## config.mk

```make
export PLATFORM = sky130hd
export DESIGN_NAME = register_run_word_decompressor
export DESIGN_NICKNAME = d
export VERILOG_FILES = /design/src/rtl/rrwd_pkg.sv /design/src/rtl/register_run_word_decompressor.sv /design/src/rtl/rrwd_alu.sv /design/src/rtl/rrwd_group_buf.sv
export VERILOG_INCLUDE_DIRS = /design/src /design/src/rtl
export SDC_FILE = /design/constraint.sdc
export NUM_CORES = 1
export LEC_CHECK = 0
export ABC_AREA = 0
export BUFFER_PORTS_ARGS = -buffer_cell sky130_fd_sc_hd__buf_2
export CORE_MARGIN = 2
export CORE_UTILIZATION = 40
export CTS_CLUSTER_SIZE = 14
export DETAILED_ROUTE_END_ITERATION = 8
export PLACE_DENSITY_LB_ADDON = 0.3
export SYNTH_ARGS = -nofsm -noshare
export SYNTH_HDL_FRONTEND = slang
export SYNTH_SLANG_ARGS = --single-unit
export TNS_END_PERCENT = 50
```

## constraint.sdc

```tcl
create_clock -name clk_i -period 9.2 [get_ports clk_i]
set_input_delay 0 -clock clk_i [delete_from_list [all_inputs] [get_ports clk_i]]
set_output_delay 0 -clock clk_i [all_outputs]
set_load 0.02 [all_outputs]
```

## src/rtl/register_run_word_decompressor_macros.svh

```systemverilog
// Assertion macros for the decompressor RTL.
// No dependencies; included by the files that carry checks.
`ifndef REGISTER_RUN_WORD_DECOMPRESSOR_MACROS_SVH
`define REGISTER_RUN_WORD_DECOMPRESSOR_MACROS_SVH

`ifndef SYNTHESIS
`define RRWD_ASSERT(lbl, clk, rstn, prop) \
  lbl: assert property (@(posedge clk) disable iff (!rstn) prop) \
    else $error("check failed");
`define RRWD_ASSERT_IMP(lbl, clk, rstn, ante, cons) \
  `RRWD_ASSERT(lbl, clk, rstn, (ante) |-> (cons))
`else
`define RRWD_ASSERT(lbl, clk, rstn, prop)
`define RRWD_ASSERT_IMP(lbl, clk, rstn, ante, cons)
`endif

`endif

```

## src/rtl/rrwd_pkg.sv

```systemverilog
// Types and constants of the register-run word decompressor.
// No dependencies.
package rrwd_pkg;

  localparam int unsigned MAX_LANES    = 8;
  localparam int unsigned CNT_W        = 4;
  localparam int unsigned BYTE_W       = 8;
  localparam int unsigned WORD_W       = 16;
  localparam int unsigned LEN_W        = 9;
  localparam int unsigned TGT_W        = 23;
  localparam int unsigned EMIT_W       = 24;
  localparam int unsigned EXT_LEN_BIAS = 31;

  localparam logic [1:0] KIND_MOVE = 2'b00;
  localparam logic [1:0] KIND_FALL = 2'b01;
  localparam logic [1:0] KIND_FLAT = 2'b10;
  localparam logic [1:0] KIND_RISE = 2'b11;
  localparam logic [3:0] EXT_LEN_CODE = 4'hF;

  typedef enum logic [3:0] {
    ST_HEADER,
    ST_OPCODE,
    ST_HIGH,
    ST_LOW,
    ST_EXTLEN,
    ST_MOVE,
    ST_RUN,
    ST_FILL,
    ST_PUSH,
    ST_MARKER
  } state_e;

  typedef enum logic {
    ALU_XOR,
    ALU_ADD
  } alu_mode_e;

  typedef struct packed {
    logic             load;
    logic [CNT_W-1:0] count;
    logic             run_last;
    logic             done;
  } grp_ctl_t;

endpackage

```

## src/rtl/register_run_word_decompressor.sv

```systemverilog
// Register-run word decompressor: byte parser, run sequencer and register file.
// Depends on rrwd_pkg, rrwd_alu and rrwd_group_buf.
//
//   channel  signals                              direction
//   in       in_valid_i in_ready_o data_byte_i    byte stream in
//   out      out_valid_o out_ready_i word_*_o ... word groups out
//
// Header, opcode and operand bytes take one input transfer each; a move adds ST_MOVE.
// A run goes through ST_RUN, then ST_FILL and ST_PUSH per group: the shared adder makes
// one word per cycle in ST_FILL, and each group of up to GROUP_LANES words leaves from ST_PUSH.
// A push or the empty-stream marker waits while the output register is held.
// Reset clears the parser state and value registers; no input is taken during
// a move or a run.
module register_run_word_decompressor #(
  parameter int unsigned GROUP_LANES = 8
) (
  input  logic        clk_i,
  input  logic        rst_ni,
  input  logic [7:0]  data_byte_i,
  input  logic        in_valid_i,
  output logic        in_ready_o,
  output logic [15:0] word_0_o,
  output logic [15:0] word_1_o,
  output logic [15:0] word_2_o,
  output logic [15:0] word_3_o,
  output logic [15:0] word_4_o,
  output logic [15:0] word_5_o,
  output logic [15:0] word_6_o,
  output logic [15:0] word_7_o,
  output logic [3:0]  word_count_o,
  output logic        run_last_o,
  output logic        stream_done_o,
  output logic        out_valid_o,
  input  logic        out_ready_i
);

  localparam int unsigned LIDX_W = $clog2(GROUP_LANES);
  localparam int unsigned WORD_W = rrwd_pkg::WORD_W;

  rrwd_pkg::state_e state_q, state_d;

  logic [WORD_W-1:0]           regs_q [4];
  logic [WORD_W-1:0]           regs_d [4];
  logic [1:0]                  hdr_cnt_q, hdr_cnt_d;
  logic [rrwd_pkg::TGT_W-1:0]  tgt_q, tgt_d;
  logic [rrwd_pkg::EMIT_W-1:0] emit_q, emit_d;
  logic [7:0]                  op_q, op_d;
  logic [7:0]                  hi_q, hi_d;
  logic [WORD_W-1:0]           opnd_q, opnd_d;
  logic [rrwd_pkg::LEN_W-1:0]  left_q, left_d;
  logic [WORD_W-1:0]           val_q, val_d;
  logic [LIDX_W-1:0]           lidx_q, lidx_d;
  logic [rrwd_pkg::CNT_W-1:0]  gcnt_q, gcnt_d;
  logic [WORD_W-1:0]           lane_q [GROUP_LANES];
  logic                        lane_we;

  logic                        in_fire;
  logic [rrwd_pkg::TGT_W-1:0]  tgt_full;
  logic [rrwd_pkg::EMIT_W-1:0] emit_sum;
  logic                        grp_done;
  logic                        fill_end;
  logic [WORD_W-1:0]           rd_val;
  logic [WORD_W-1:0]           step;
  logic [1:0]                  kind;

  rrwd_pkg::alu_mode_e alu_mode;
  logic [WORD_W-1:0]   alu_a, alu_b, alu_y;
  rrwd_pkg::grp_ctl_t  grp_ctl;
  logic                out_free;
  logic [WORD_W-1:0]   words [rrwd_pkg::MAX_LANES];

  assign in_ready_o = state_q inside {rrwd_pkg::ST_HEADER, rrwd_pkg::ST_OPCODE,
                                      rrwd_pkg::ST_HIGH, rrwd_pkg::ST_LOW,
                                      rrwd_pkg::ST_EXTLEN};
  assign in_fire  = in_valid_i && in_ready_o;
  assign tgt_full = tgt_q | (rrwd_pkg::TGT_W'(data_byte_i) << 15);
  assign emit_sum = emit_q + rrwd_pkg::EMIT_W'(gcnt_q);
  assign grp_done = emit_sum >= rrwd_pkg::EMIT_W'(tgt_q);
  assign fill_end = (left_q == rrwd_pkg::LEN_W'(1)) ||
                    (lidx_q == LIDX_W'(GROUP_LANES - 1));
  assign rd_val   = regs_q[op_q[5:4]];
  assign kind     = op_q[7:6];

  always_comb begin
    case (kind)
      rrwd_pkg::KIND_FALL: step = '1;
      rrwd_pkg::KIND_RISE: step = WORD_W'(1);
      default:             step = '0;
    endcase
  end

  assign alu_mode = (state_q == rrwd_pkg::ST_MOVE) ? rrwd_pkg::ALU_XOR : rrwd_pkg::ALU_ADD;
  assign alu_a    = (state_q == rrwd_pkg::ST_MOVE) ? rd_val : val_q;
  assign alu_b    = (state_q == rrwd_pkg::ST_MOVE) ? opnd_q : step;

  rrwd_alu u_alu (
    .mode_i (alu_mode),
    .a_i    (alu_a),
    .b_i    (alu_b),
    .y_o    (alu_y)
  );

  // next state
  always_comb begin
    state_d = state_q;
    case (state_q)
      rrwd_pkg::ST_HEADER: begin
        if (in_fire && hdr_cnt_q == 2'd3) begin
          state_d = (tgt_full == '0) ? rrwd_pkg::ST_MARKER : rrwd_pkg::ST_OPCODE;
        end
      end
      rrwd_pkg::ST_OPCODE: begin
        if (in_fire) begin
          if (data_byte_i[7:6] == rrwd_pkg::KIND_MOVE) begin
            if (data_byte_i[1]) begin
              state_d = rrwd_pkg::ST_HIGH;
            end else if (data_byte_i[0]) begin
              state_d = rrwd_pkg::ST_LOW;
            end else begin
              state_d = rrwd_pkg::ST_MOVE;
            end
          end else if (data_byte_i[3:0] == rrwd_pkg::EXT_LEN_CODE) begin
            state_d = rrwd_pkg::ST_EXTLEN;
          end else begin
            state_d = rrwd_pkg::ST_RUN;
          end
        end
      end
      rrwd_pkg::ST_HIGH: begin
        if (in_fire) begin
          state_d = op_q[0] ? rrwd_pkg::ST_LOW : rrwd_pkg::ST_MOVE;
        end
      end
      rrwd_pkg::ST_LOW: begin
        if (in_fire) begin
          state_d = rrwd_pkg::ST_MOVE;
        end
      end
      rrwd_pkg::ST_EXTLEN: begin
        if (in_fire) begin
          state_d = rrwd_pkg::ST_RUN;
        end
      end
      rrwd_pkg::ST_MOVE: state_d = rrwd_pkg::ST_OPCODE;
      rrwd_pkg::ST_RUN:  state_d = rrwd_pkg::ST_FILL;
      rrwd_pkg::ST_FILL: begin
        if (fill_end) begin
          state_d = rrwd_pkg::ST_PUSH;
        end
      end
      rrwd_pkg::ST_PUSH: begin
        if (out_free) begin
          if (left_q != '0) begin
            state_d = rrwd_pkg::ST_FILL;
          end else begin
            state_d = grp_done ? rrwd_pkg::ST_HEADER : rrwd_pkg::ST_OPCODE;
          end
        end
      end
      rrwd_pkg::ST_MARKER: begin
        if (out_free) begin
          state_d = rrwd_pkg::ST_HEADER;
        end
      end
      default: state_d = rrwd_pkg::ST_HEADER;
    endcase
  end

  // datapath and outputs
  always_comb begin
    regs_d    = regs_q;
    hdr_cnt_d = hdr_cnt_q;
    tgt_d     = tgt_q;
    emit_d    = emit_q;
    op_d      = op_q;
    hi_d      = hi_q;
    opnd_d    = opnd_q;
    left_d    = left_q;
    val_d     = val_q;
    lidx_d    = lidx_q;
    gcnt_d    = gcnt_q;
    lane_we   = 1'b0;
    grp_ctl   = '0;
    case (state_q)
      rrwd_pkg::ST_HEADER: begin
        if (in_fire) begin
          hdr_cnt_d = hdr_cnt_q + 2'd1;
          case (hdr_cnt_q)
            2'd0:    tgt_d = '0;
            2'd1:    tgt_d = rrwd_pkg::TGT_W'(data_byte_i[7:1]);
            2'd2:    tgt_d = tgt_q | (rrwd_pkg::TGT_W'(data_byte_i) << 7);
            default: begin
              tgt_d  = tgt_full;
              emit_d = '0;
              op_d   = '0;
              hi_d   = '0;
              for (int r = 0; r < 4; r++) begin
                regs_d[r] = '0;
              end
            end
          endcase
        end
      end
      rrwd_pkg::ST_OPCODE: begin
        if (in_fire) begin
          op_d   = data_byte_i;
          hi_d   = '0;
          opnd_d = '0;
          left_d = rrwd_pkg::LEN_W'(data_byte_i[3:0]) + rrwd_pkg::LEN_W'(1);
        end
      end
      rrwd_pkg::ST_HIGH: begin
        if (in_fire) begin
          hi_d   = data_byte_i;
          opnd_d = {data_byte_i, 8'h00};
        end
      end
      rrwd_pkg::ST_LOW: begin
        if (in_fire) begin
          opnd_d = {hi_q, data_byte_i};
        end
      end
      rrwd_pkg::ST_EXTLEN: begin
        if (in_fire) begin
          left_d = rrwd_pkg::LEN_W'(data_byte_i) + rrwd_pkg::LEN_W'(rrwd_pkg::EXT_LEN_BIAS);
        end
      end
      rrwd_pkg::ST_MOVE: begin
        regs_d[op_q[3:2]] = alu_y;
      end
      rrwd_pkg::ST_RUN: begin
        val_d  = rd_val;
        lidx_d = '0;
      end
      rrwd_pkg::ST_FILL: begin
        lane_we = 1'b1;
        val_d   = alu_y;
        left_d  = left_q - rrwd_pkg::LEN_W'(1);
        lidx_d  = lidx_q + LIDX_W'(1);
        if (fill_end) begin
          gcnt_d = rrwd_pkg::CNT_W'(lidx_q) + rrwd_pkg::CNT_W'(1);
        end
      end
      rrwd_pkg::ST_PUSH: begin
        if (out_free) begin
          grp_ctl.load     = 1'b1;
          grp_ctl.count    = gcnt_q;
          grp_ctl.run_last = (left_q == '0);
          grp_ctl.done     = grp_done;
          emit_d           = emit_sum;
          lidx_d           = '0;
          if (left_q == '0 && kind != rrwd_pkg::KIND_FLAT) begin
            regs_d[op_q[5:4]] = val_q;
          end
        end
      end
      rrwd_pkg::ST_MARKER: begin
        if (out_free) begin
          grp_ctl.load = 1'b1;
          grp_ctl.done = 1'b1;
        end
      end
      default: ;
    endcase
  end

  always_ff @(posedge clk_i or negedge rst_ni) begin
    if (!rst_ni) begin
      state_q   <= rrwd_pkg::ST_HEADER;
      hdr_cnt_q <= '0;
      tgt_q     <= '0;
      emit_q    <= '0;
      op_q      <= '0;
      hi_q      <= '0;
      for (int r = 0; r < 4; r++) begin
        regs_q[r] <= '0;
      end
    end else begin
      state_q   <= state_d;
      hdr_cnt_q <= hdr_cnt_d;
      tgt_q     <= tgt_d;
      emit_q    <= emit_d;
      op_q      <= op_d;
      hi_q      <= hi_d;
      regs_q    <= regs_d;
    end
  end

  always_ff @(posedge clk_i) begin
    opnd_q <= opnd_d;
    left_q <= left_d;
    val_q  <= val_d;
    lidx_q <= lidx_d;
    gcnt_q <= gcnt_d;
    if (lane_we) begin
      lane_q[lidx_q] <= val_q;
    end
  end

  rrwd_group_buf #(
    .GROUP_LANES (GROUP_LANES)
  ) u_group_buf (
    .clk_i         (clk_i),
    .rst_ni        (rst_ni),
    .ctl_i         (grp_ctl),
    .lanes_i       (lane_q),
    .free_o        (out_free),
    .words_o       (words),
    .word_count_o  (word_count_o),
    .run_last_o    (run_last_o),
    .stream_done_o (stream_done_o),
    .out_valid_o   (out_valid_o),
    .out_ready_i   (out_ready_i)
  );

  assign word_0_o = words[0];
  assign word_1_o = words[1];
  assign word_2_o = words[2];
  assign word_3_o = words[3];
  assign word_4_o = words[4];
  assign word_5_o = words[5];
  assign word_6_o = words[6];
  assign word_7_o = words[7];

endmodule

```

## src/rtl/rrwd_alu.sv

```systemverilog
// Shared 16-bit unit: XOR for register moves, add for run stepping.
// Depends on rrwd_pkg.
module rrwd_alu (
  input  rrwd_pkg::alu_mode_e          mode_i,
  input  logic [rrwd_pkg::WORD_W-1:0]  a_i,
  input  logic [rrwd_pkg::WORD_W-1:0]  b_i,
  output logic [rrwd_pkg::WORD_W-1:0]  y_o
);

  always_comb begin
    case (mode_i)
      rrwd_pkg::ALU_XOR: y_o = a_i ^ b_i;
      rrwd_pkg::ALU_ADD: y_o = a_i + b_i;
      default:           y_o = a_i;
    endcase
  end

endmodule

```

## src/rtl/rrwd_group_buf.sv

```systemverilog
// Output register for one word group with valid/ready handshake.
// Depends on rrwd_pkg and the assertion macro header.
`include "register_run_word_decompressor_macros.svh"

module rrwd_group_buf #(
  parameter int unsigned GROUP_LANES = 8
) (
  input  logic                        clk_i,
  input  logic                        rst_ni,
  input  rrwd_pkg::grp_ctl_t          ctl_i,
  input  logic [rrwd_pkg::WORD_W-1:0] lanes_i [GROUP_LANES],
  output logic                        free_o,
  output logic [rrwd_pkg::WORD_W-1:0] words_o [rrwd_pkg::MAX_LANES],
  output logic [rrwd_pkg::CNT_W-1:0]  word_count_o,
  output logic                        run_last_o,
  output logic                        stream_done_o,
  output logic                        out_valid_o,
  input  logic                        out_ready_i
);

  logic                        valid_q, valid_d;
  logic [rrwd_pkg::WORD_W-1:0] words_q [rrwd_pkg::MAX_LANES];
  logic [rrwd_pkg::CNT_W-1:0]  count_q;
  logic                        last_q;
  logic                        done_q;

  assign free_o = !valid_q || out_ready_i;

  always_comb begin
    valid_d = valid_q;
    if (out_ready_i) begin
      valid_d = 1'b0;
    end
    if (ctl_i.load) begin
      valid_d = 1'b1;
    end
  end

  always_ff @(posedge clk_i or negedge rst_ni) begin
    if (!rst_ni) begin
      valid_q <= 1'b0;
    end else begin
      valid_q <= valid_d;
    end
  end

  for (genvar j = 0; j < rrwd_pkg::MAX_LANES; j++) begin : g_lane
    if (j < GROUP_LANES) begin : g_used
      always_ff @(posedge clk_i) begin
        if (ctl_i.load) begin
          words_q[j] <= (ctl_i.count > rrwd_pkg::CNT_W'(j)) ? lanes_i[j] : '0;
        end
      end
    end else begin : g_unused
      always_ff @(posedge clk_i) begin
        if (ctl_i.load) begin
          words_q[j] <= '0;
        end
      end
    end
  end

  always_ff @(posedge clk_i) begin
    if (ctl_i.load) begin
      count_q <= ctl_i.count;
      last_q  <= ctl_i.run_last;
      done_q  <= ctl_i.done;
    end
  end

  assign words_o       = words_q;
  assign word_count_o  = count_q;
  assign run_last_o    = last_q;
  assign stream_done_o = done_q;
  assign out_valid_o   = valid_q;

  `RRWD_ASSERT_IMP(a_load_into_free, clk_i, rst_ni, ctl_i.load, !valid_q || out_ready_i)
  `RRWD_ASSERT_IMP(a_marker_form, clk_i, rst_ni, valid_q && count_q == '0, done_q && !last_q)
  `RRWD_ASSERT_IMP(a_count_bound, clk_i, rst_ni, valid_q, count_q <= rrwd_pkg::CNT_W'(GROUP_LANES))

endmodule

```

; Yosys cells after proc, flatten, opt, wreduce, memory -nomap -nowiden
; Cells that the tools add are included.
; W data, S select, Z words.
[op_classes]
muxes = 68
multipliers = 0
n_reduce_logical = 37
addsub = 8
n_eq_ne = 29
shift = 0
order_cmp = 15
div = 0
bitwise_logic = 6
[ops]
columns = cell, count
row1 = $mux W64, 4
row2 = $pmux W64 S3, 1
row3 = $mux W16, 10
row4 = $bwmux W128, 1
row5 = $bwmux W64, 2
row6 = $pmux W16 S2, 3
row7 = $mux W24, 3
row8 = $pmux W23 S3, 1
row9 = $demux W16 S2, 2
row10 = $demux W16 S3, 1
row11 = $pmux W16 S3, 1
row12 = $pmux W24 S2, 1
row13 = $mux W4, 10
row14 = $pmux W4 S10, 1
row15 = $bmux W16 S2, 1
row16 = $mux W8, 4
row17 = $pmux W9 S3, 1
row18 = $add A24 B4 Y24, 1
row19 = $ge A24 B23 Y1, 1
row20 = $pmux W8 S3, 1
row21 = $logic_not A23 Y1, 1
row22 = $or A23 B15 Y23, 1
row23 = $or A23 B23 Y23, 1
row24 = $ne A2 B2 Y1 const B, 11
row25 = other kinds (51), 99
[word_totals]
memories = 0
word_cells = 198
ramBits = 0
romBits = 0
latch_bits = 0
reg_bits = 444

; Logic depth before layout (Yosys ltp)
; Gate-level depths: netlist (run 1).
[logic_depth]
ltp_word = 9
mapped_depth = 15
depth_no_buf = 15

; Modules after synthesis
; Synthesis (run 1) repeated with hierarchy kept, for this count alone.
[unflattened]
hier_cells = 1597
area_unflattened_um2 = 19924.1
[by_module_without_submodules]
columns = mod, area_each_um2, n_inst, cells_per_inst
row1 = register_run_word_decompressor, 14096.0, 1, 1211
row2 = rrwd_group_buf, 5063.6, 1, 283
row3 = rrwd_alu, 764.5, 1, 103

; Least setup slack after synthesis (run 1)
; Ideal clock, no wire load.
[synth_path]
path_kind = register to register
from = register state_q[3]
to = register u_group_buf.done_q (netlist: u_group_buf.stream_done_o) (data pin)
required_ns = 9.031
stages_incl_launch_ff = 6
synth_period_minus_slack_ns = 7.225
slack_ns = 1.975
arrival_time_ns = 7.056
setup_time_ns = 0.169
path_buffers = 1
path_cell_list = dfrtp_1 > buf_6 > inv_1 > or3_1 > nor2_1 > a21boi_1
[synth_between]
elab_chain_len = 2
word_cells_on_any_way = 3
[synth_rtl]
columns = item, line
row1 = start: declaration, register_run_word_decompressor.sv:40  ; rrwd_pkg::state_e state_q, state_d;
row2 = start signal: assignment, register_run_word_decompressor.sv:269  ; state_q <= rrwd_pkg::ST_HEADER;
row3 = start signal: assignment, register_run_word_decompressor.sv:279  ; state_q <= state_d;
row4 = $eq A4 B4 Y1, register_run_word_decompressor.sv:184  ; case (state_q)
row5 = $pmux W1 S2 (*), register_run_word_decompressor.sv:184
row6 = end signal: assignment, rrwd_group_buf.sv:67  ; done_q <= ctl_i.done;
row7 = end: declaration, rrwd_group_buf.sv:25  ; logic done_q;
; Mark *: on every way between the ends. The rest lies on a longest branch, timed or not.
; A chain may end at the register's enable or synchronous reset.

; Final worst setup path (run 1)
[layout_path]
from = register state_q[3]
to = register val_q[15] (data pin)
[layout_between]
elab_chain_len = 5
word_cells_on_any_way = 10
[layout_rtl]
columns = item, line
row1 = $eq A4 B3 Y1, "register_run_word_decompressor.sv:92, register_run_word_decompressor.sv:93, register_run_word_decompressor.sv:94"
row2 = $mux W16 (on tied branches), "register_run_word_decompressor.sv:93, register_run_word_decompressor.sv:94"
row3 = $add A16 B16 Y16 / $xor A16 B16 Y16 (equally long branches), "rrwd_alu.sv:13, rrwd_alu.sv:12"
row4 = $pmux W16 S2, rrwd_alu.sv:11  ; case (mode_i)
row5 = $pmux W16 S2 (*), register_run_word_decompressor.sv:184
row6 = via val_d[15], register_run_word_decompressor.sv:51  ; logic [WORD_W-1:0] val_q, val_d;
row7 = end signal: assignment, register_run_word_decompressor.sv:292  ; val_q <= val_d;
row8 = end: declaration, register_run_word_decompressor.sv:51
; The timed path passes the listed nets; every way through them passes the cells marked *.

==> metrics.cfg, run 1 <==
[status]
outcome = completed

[routing]
dr_total_vias = 13400
ant_nets = 0
drc = 0
drtIter0Drc = 1030
routed_wl_um = 49100
drt_first_pass_iters = 5
via_per_inst = 5.41
wl_per_cell_um = 19.8

[setup_path]
worstPathRequired_ns = 9.52
start_kind = register
ff2ff_path_depth = 11
arrival_ns = 4.57
r2r_start = state_q[3]
reg2reg_setup_slack_ns = 4.95
crit_path_end_kind = register
crit_type = register to register
worstReg2RegEnd = val_q[15]
path_max_fanout = 30

[synthesis]
syn_area_per_cell_um2 = 12.2
syn_inst = 1631
ys_ff_latch = 443
synth_cell_type_count = 85
synth-edff-count = 310
synth_seq_area_share_pct = 63.5
synth_fp_nets = 1698
syn_area_mm2 = 0.0199
ys.flop_type = edfxtp_1
ys_warn_count = 0
async_flop_share_pct = 30.0

[layout]
layout-drive-gt1-share_pct = 16.1
final_cell_mix = edfxtp_1, nand2_1, buf_2, dfrtp_1, o21ai_0
area_delta_synth_final_pct = 15.2
antenna_cells = 0
final_nets = 1843
layout_commonest_cell = edfxtp_1

[sta]
finalCriticalPeriod_ns = 4.25
report.final.slew_viol_count = 0
setup_viol = 0
final.period_utilization_pct = 46.2
final_hold_viol_count = 0
fin_setup_tns_ns = 0
finClkSkew_ns = 0.0272
slew_headroom_pct = 2.14
tightest_slew_ns = 1.46
setup_ws_ns = 4.95
grt_setup_unrepaired = false
clock.fmax_mhz = 235

[floorplan]
num_rows = 81
core_region_area_mm2 = 0.0491
die_h_um = 227
die-area_mm2 = 0.0516
start_util_pct = 40.6
ios = 148
die_x_um = 227

[placement]
place_congestion = 0.873
hpwl_um = 31800
dp_slack_ns = 5.04
io_buffers = 147

[clock_network]
clock-sinks = 443
clk_pin_slew_ns = 0.06
clock_latency_ns = 0.59
clockBufferDepth = 3
cts_tree = done
postCtsSetupBuffers = 0
root_buffer = clkbuf_16
htree_levels = 2
cts_resized = 0
cts_buffers = 45

[pwr]
p_leak_uw = 0.00891
power.density_mw_per_mm2 = 296
peakVddDrop_v = 0.000182

[global_routing]
grt_overflow = 0
antenna_found_initial = 0
grt_pass1_wl_um = 75600
grt_pass1_vias = 13200
grt_use_total_pct = 19.1
grt_max_degree = 93

[job]
cap_violations = 0

[worst_hold_path]
hold_path_class = input pin to asynchronous set/reset pin

## cells in the mapped netlist, types with 5 or more instances
| library cell | number | area share, % |
|---|---|---|
| and3_1 | 17 | 0.53 |
| inv_1 | 43 | 0.81 |
| buf_2 | 26 | 0.65 |
| a21oi_1 | 66 | 1.7 |
| nand3_1 | 23 | 0.58 |
| a22oi_1 | 63 | 2.4 |
| a22o_1 | 19 | 0.84 |
| a31oi_1 | 11 | 0.35 |
| nor2b_1 | 23 | 0.72 |
| nor4_1 | 12 | 0.38 |
| ha_1 | 53 | 3.3 |
| and2_1 | 125 | 3.9 |
| clkbuf_1 | 47 | 0.89 |
| a211oi_1 | 6 | 0.23 |
| a32oi_1 | 5 | 0.22 |
| nand2_1 | 242 | 4.6 |
| o21ai_0 | 126 | 3.2 |
| nor2_1 | 62 | 1.2 |
| o22ai_1 | 9 | 0.28 |
| nand4_1 | 9 | 0.28 |
| xor2_1 | 19 | 0.84 |
| nor3_1 | 15 | 0.38 |
| xnor2_1 | 26 | 1.1 |
| buf_1 | 5 | 0.094 |
| dfrtp_1 | 133 | 17 |
| nand2b_1 | 14 | 0.44 |
| mux4_2 | 16 | 1.8 |
| o31ai_1 | 6 | 0.23 |
| a21o_1 | 9 | 0.34 |
| and4_1 | 6 | 0.26 |
| edfxtp_1 | 310 | 47 |
## per-layer routing
layer	vias up	global-route usage [%]	wire (um)
met4	0	6.70	1250
met1	6633	26.3	21700
met3	83	2.71	2740
li1	6218	-	-
met2	464	31.2	23400
met5	-	0	0
## stage by stage
step,hold WS [ns],total power (uW),std cells,utilization [%],area [um2]
floorplan,-0.296,4400,1631,-,19900
global placement,0.0462,4900,2380,43.4,21300
detailed placement,0.0485,4980,2380,43.4,21300
CTS,0.346,6820,2475,46.8,22900
global route,0.395,7170,2475,46.8,22900
finish,0.377,6780,2475,46.8,22900
## critical path, stage by stage, from the launching register on
cell	delay, ns
dfrtp_1	0.70
nand4bb_1	0.20
buf_4	0.34
nand3b_1	0.58
nand2_1	0.31
ha_1	0.33
a211oi_1	0.22
o21ai_0	0.23
o2111a_1	0.33
a21oi_1	0.40
a2bb2oi_1	0.22
nand2_1	0.09
## registers in the layout, summed over array words and instances (netlist names), 7 cells and up
name	cells
hi_q	8
op_q	7
lane_q	128
emit_q	24
tgt_q	23
regs_q	64
opnd_q	16
left_q	9
val_q	16
u_group_buf.words_o	128
## where the power goes
group          switching, uW  internal, uW
Sequential               358          2560
Clock                    767          1050
Combinational           1320           728
## logic make-up (layout without fill, tap and decap cells)
family,Yosys count,in the layout,share of synthesized area (%)
xor+xnor,45,45,1.98
flops,443,443,63.5
buf+inv,131,311,2.85
compound gates,358,358,11.4
fa+ha+maj,55,55,3.53
mux,19,19,1.97
simple gates,580,580,14.8
## area by class of cell
cell class / count / area (um2)
clock buffer: 52 / 1150
clock inverter: 30 / 328
fill: 4505 / 26100
inverter: 44 / 165
multi-input combinational: 1057 / 6740
sequential: 443 / 12600
tap: 664 / 831
timing repair buffer: 185 / 1080
## timing repair
item                                    in CTS  in global routing
endpoints found under the setup margin       0                  0
endpoints found under the hold margin      123                  0
hold buffers                                13                  0
## worst max-delay path by stage
| stage | start | end | slack (ns) | cells past startpoint |
|---|---|---|---|---|
| 3_5_place_dp | state_q[3] | val_q[15] | 5.04 | 11 |
| 6_report | state_q[3] | val_q[15] | 4.95 | 11 |
| 5_1_grt | state_q[3] | val_q[15] | 4.61 | 11 |
| 2_1_floorplan | state_q[3] | u_group_buf.stream_done_o | 1.97 | 5 |
| 4_1_cts | state_q[3] | val_q[15] | 4.98 | 11 |
| 3_3_place_gp | state_q[3] | val_q[15] | 5.11 | 11 |
Power figures use the tool's default switching activity.
==> run 2, diff against run 1 <==
clock period = 4 ns   (was 9.2 ns; I/O delays follow)
==> run 2 against run 1 <==
Against the previous run:
- sequential cell count unchanged
- global-route usage increased by 0.39 points
- critical path depth unchanged
- clock power grew 150%
- wire length increased by 2.4%
- sequential power increased by 130%
- non-clock buffer count up 23
- sequential share of layout area down 0.71 points
- clock-buffer cell count rose by 3
- worst setup slack worse by 4.6 ns
- first-iteration DRC count increased by 15%
- clock skew is 0.0044 ns lower
- critical endpoint is now val_q[14]
- highest routed layer is now met5
==> metrics.cfg, run 2 (synthesis gave the netlist of run 1 again) <==
[status]
outcome = completed

[setup_path]
crit_type = register to register
arrival_ns = 4.11
reg2reg_setup_slack_ns = 0.33
worstReg2RegEnd = val_q[14]
r2r_start = state_q[3]
path_max_fanout = 19
startpoint = state_q[3]
worstPathRequired_ns = 4.43
crit_path_end_kind = register
ff2ff_path_depth = 11
start_kind = register
crit_end = val_q[14]

[routing]
dr_total_vias = 13500
via_per_inst = 5.38
drc = 0
routed_wl_um = 50200
drtIter0Drc = 1187
drt_first_pass_iters = 5
ant_nets = 0
wl_per_cell_um = 20.1

[floorplan]
start_util_pct = 40.6
core_region_area_mm2 = 0.0491
die_x_um = 227
ios = 148
die_h_um = 227
num_rows = 81
die-area_mm2 = 0.0516

[clock_network]
cts_resized = 0
clock-sinks = 443
cts_buffers = 47
clockBufferDepth = 3
cts_tree = done
root_buffer = clkbuf_16
clk_pin_slew_ns = 0.06
postCtsSetupBuffers = 0
htree_levels = 2
clock_latency_ns = 0.59

[sta]
slew_headroom_pct = 24.8
clock.fmax_mhz = 272
tightest_slew_ns = 1.13
hold_ws_ns = 0.0469
grt_setup_unrepaired = false
final.period_utilization_pct = 91.8
fin_setup_tns_ns = 0
finClkSkew_ns = 0.0228
finalCriticalPeriod_ns = 3.67
final_hold_viol_count = 0
report.final.slew_viol_count = 0
setup_viol = 0

[placement]
dpl_cell_area_mm2 = 0.0215
place_congestion = 0.874
hpwl_um = 33100
io_buffers = 147

[global_routing]
grt_use_total_pct = 19.5
grt_pass1_vias = 13000
antenna_found_initial = 2
grt_max_degree = 66
grt_pass1_wl_um = 77100
grt_overflow = 0

[layout]
layout_commonest_cell = edfxtp_1
final_cell_mix = edfxtp_1, nand2_1, buf_2, dfrtp_1, o21ai_0
area_delta_synth_final_pct = 16.7
final_nets = 1868
fin_area_mm2 = 0.0232
layout-drive-gt1-share_pct = 17.6
antenna_cells = 0
fillers = 4438

[pwr]
peakVddDrop_v = 0.000379
power.density_mw_per_mm2 = 700
p_total_uw = 16300
p_leak_uw = 0.00895

[worst_hold_path]
hold_path_class = input pin to asynchronous set/reset pin

[job]
cap_violations = 0

==> run 2: cell types whose count changed in the layout (fill, tap and decap cells not counted), moves of 2 or more <==
cell and delta:
buf_12 +2, buf_4 +25, bufinv_16 +2, clkbuf_16 +2, clkinv_2 -6, clkinvlp_4 +5, dlygate4sd3_1 -2, inv_6 +3
nor2_1 -2, nor2_2 +2
==> run 2: worst min-delay path by stage <==
stage	from	to	slack, ns	depth (start not counted)
finish	rst_ni	regs_q[43]	0.05	2
global route	out_ready_i	u_group_buf.out_valid_o	0.06	3
CTS	out_ready_i	emit_q[3]	0.01	4
detailed placement	rst_ni	hi_q[3]	0.15	1
global placement	rst_ni	hi_q[5]	0.15	1
floorplan	rst_ni	emit_q[0]	-0.30	0
==> run 2: repair_timing <==
action,in CTS,in global routing
endpoints found under the setup margin,0,0
hold buffers,10,0
hold endpoints to repair,114,0
==> run 2: cell type report <==
class | instances | area [um2] | share of cell area, %
clock inverter | 33 | 402 | 1.73
tap | 664 | 831 | 3.58
timing repair buffer | 208 | 1250 | 5.36
clock buffer | 55 | 1210 | 5.19
sequential | 443 | 12600 | 54.4
inverter | 44 | 165 | 0.711
multi-input combinational | 1057 | 6750 | 29.0
==> run 2: routing by layer <==
| metal | vias to the layer above | global-route usage [%] | part of all wire (%) |
|---|---|---|---|
| li1 | 6265 | - | - |
| met4 | 2 | 6.79 | 2.7 |
| met5 | - | 0 | 0.022 |
| met3 | 87 | 2.75 | 6.4 |
| met2 | 501 | 31.1 | 47 |
| met1 | 6615 | 27.5 | 44 |
==> run 2: power breakdown <==
group | leakage [uW] | switching (uW) | internal, uW | total, uW
Sequential | 0.00453 | 676 | 5910 | 6590
Clock | 0.000755 | 1850 | 2640 | 4500
Combinational | 0.00367 | 3340 | 1840 | 5180
Total | 0.00895 | 5870 | 10400 | 16300
==> run 2: worst max-delay path, stage by stage (launching register included) <==
cell and delay [ns]:
dfrtp_1 0.39, buf_4 0.21, nand4bb_1 0.22, nand3b_1 0.55, nand2_1 0.22, fa_1 0.50, a211oi_1 0.26, nor2_1 0.12
a311o_1 0.38, a21bo_1 0.21, a311o_1 0.31, a21oi_1 0.14
==> run 2: per-stage QoR <==
stage | setup slack [ns] | std cells | utilization, %
6_report | 0.327 | 2504 | 47.4
5_1_grt | 0.0286 | 2504 | 47.4
4_1_cts | 0.326 | 2504 | 47.4
3_5_place_dp | 0.375 | 2406 | 43.9
3_3_place_gp | 0.386 | 2406 | 43.9
2_1_floorplan | 0.374 | 1631 | -
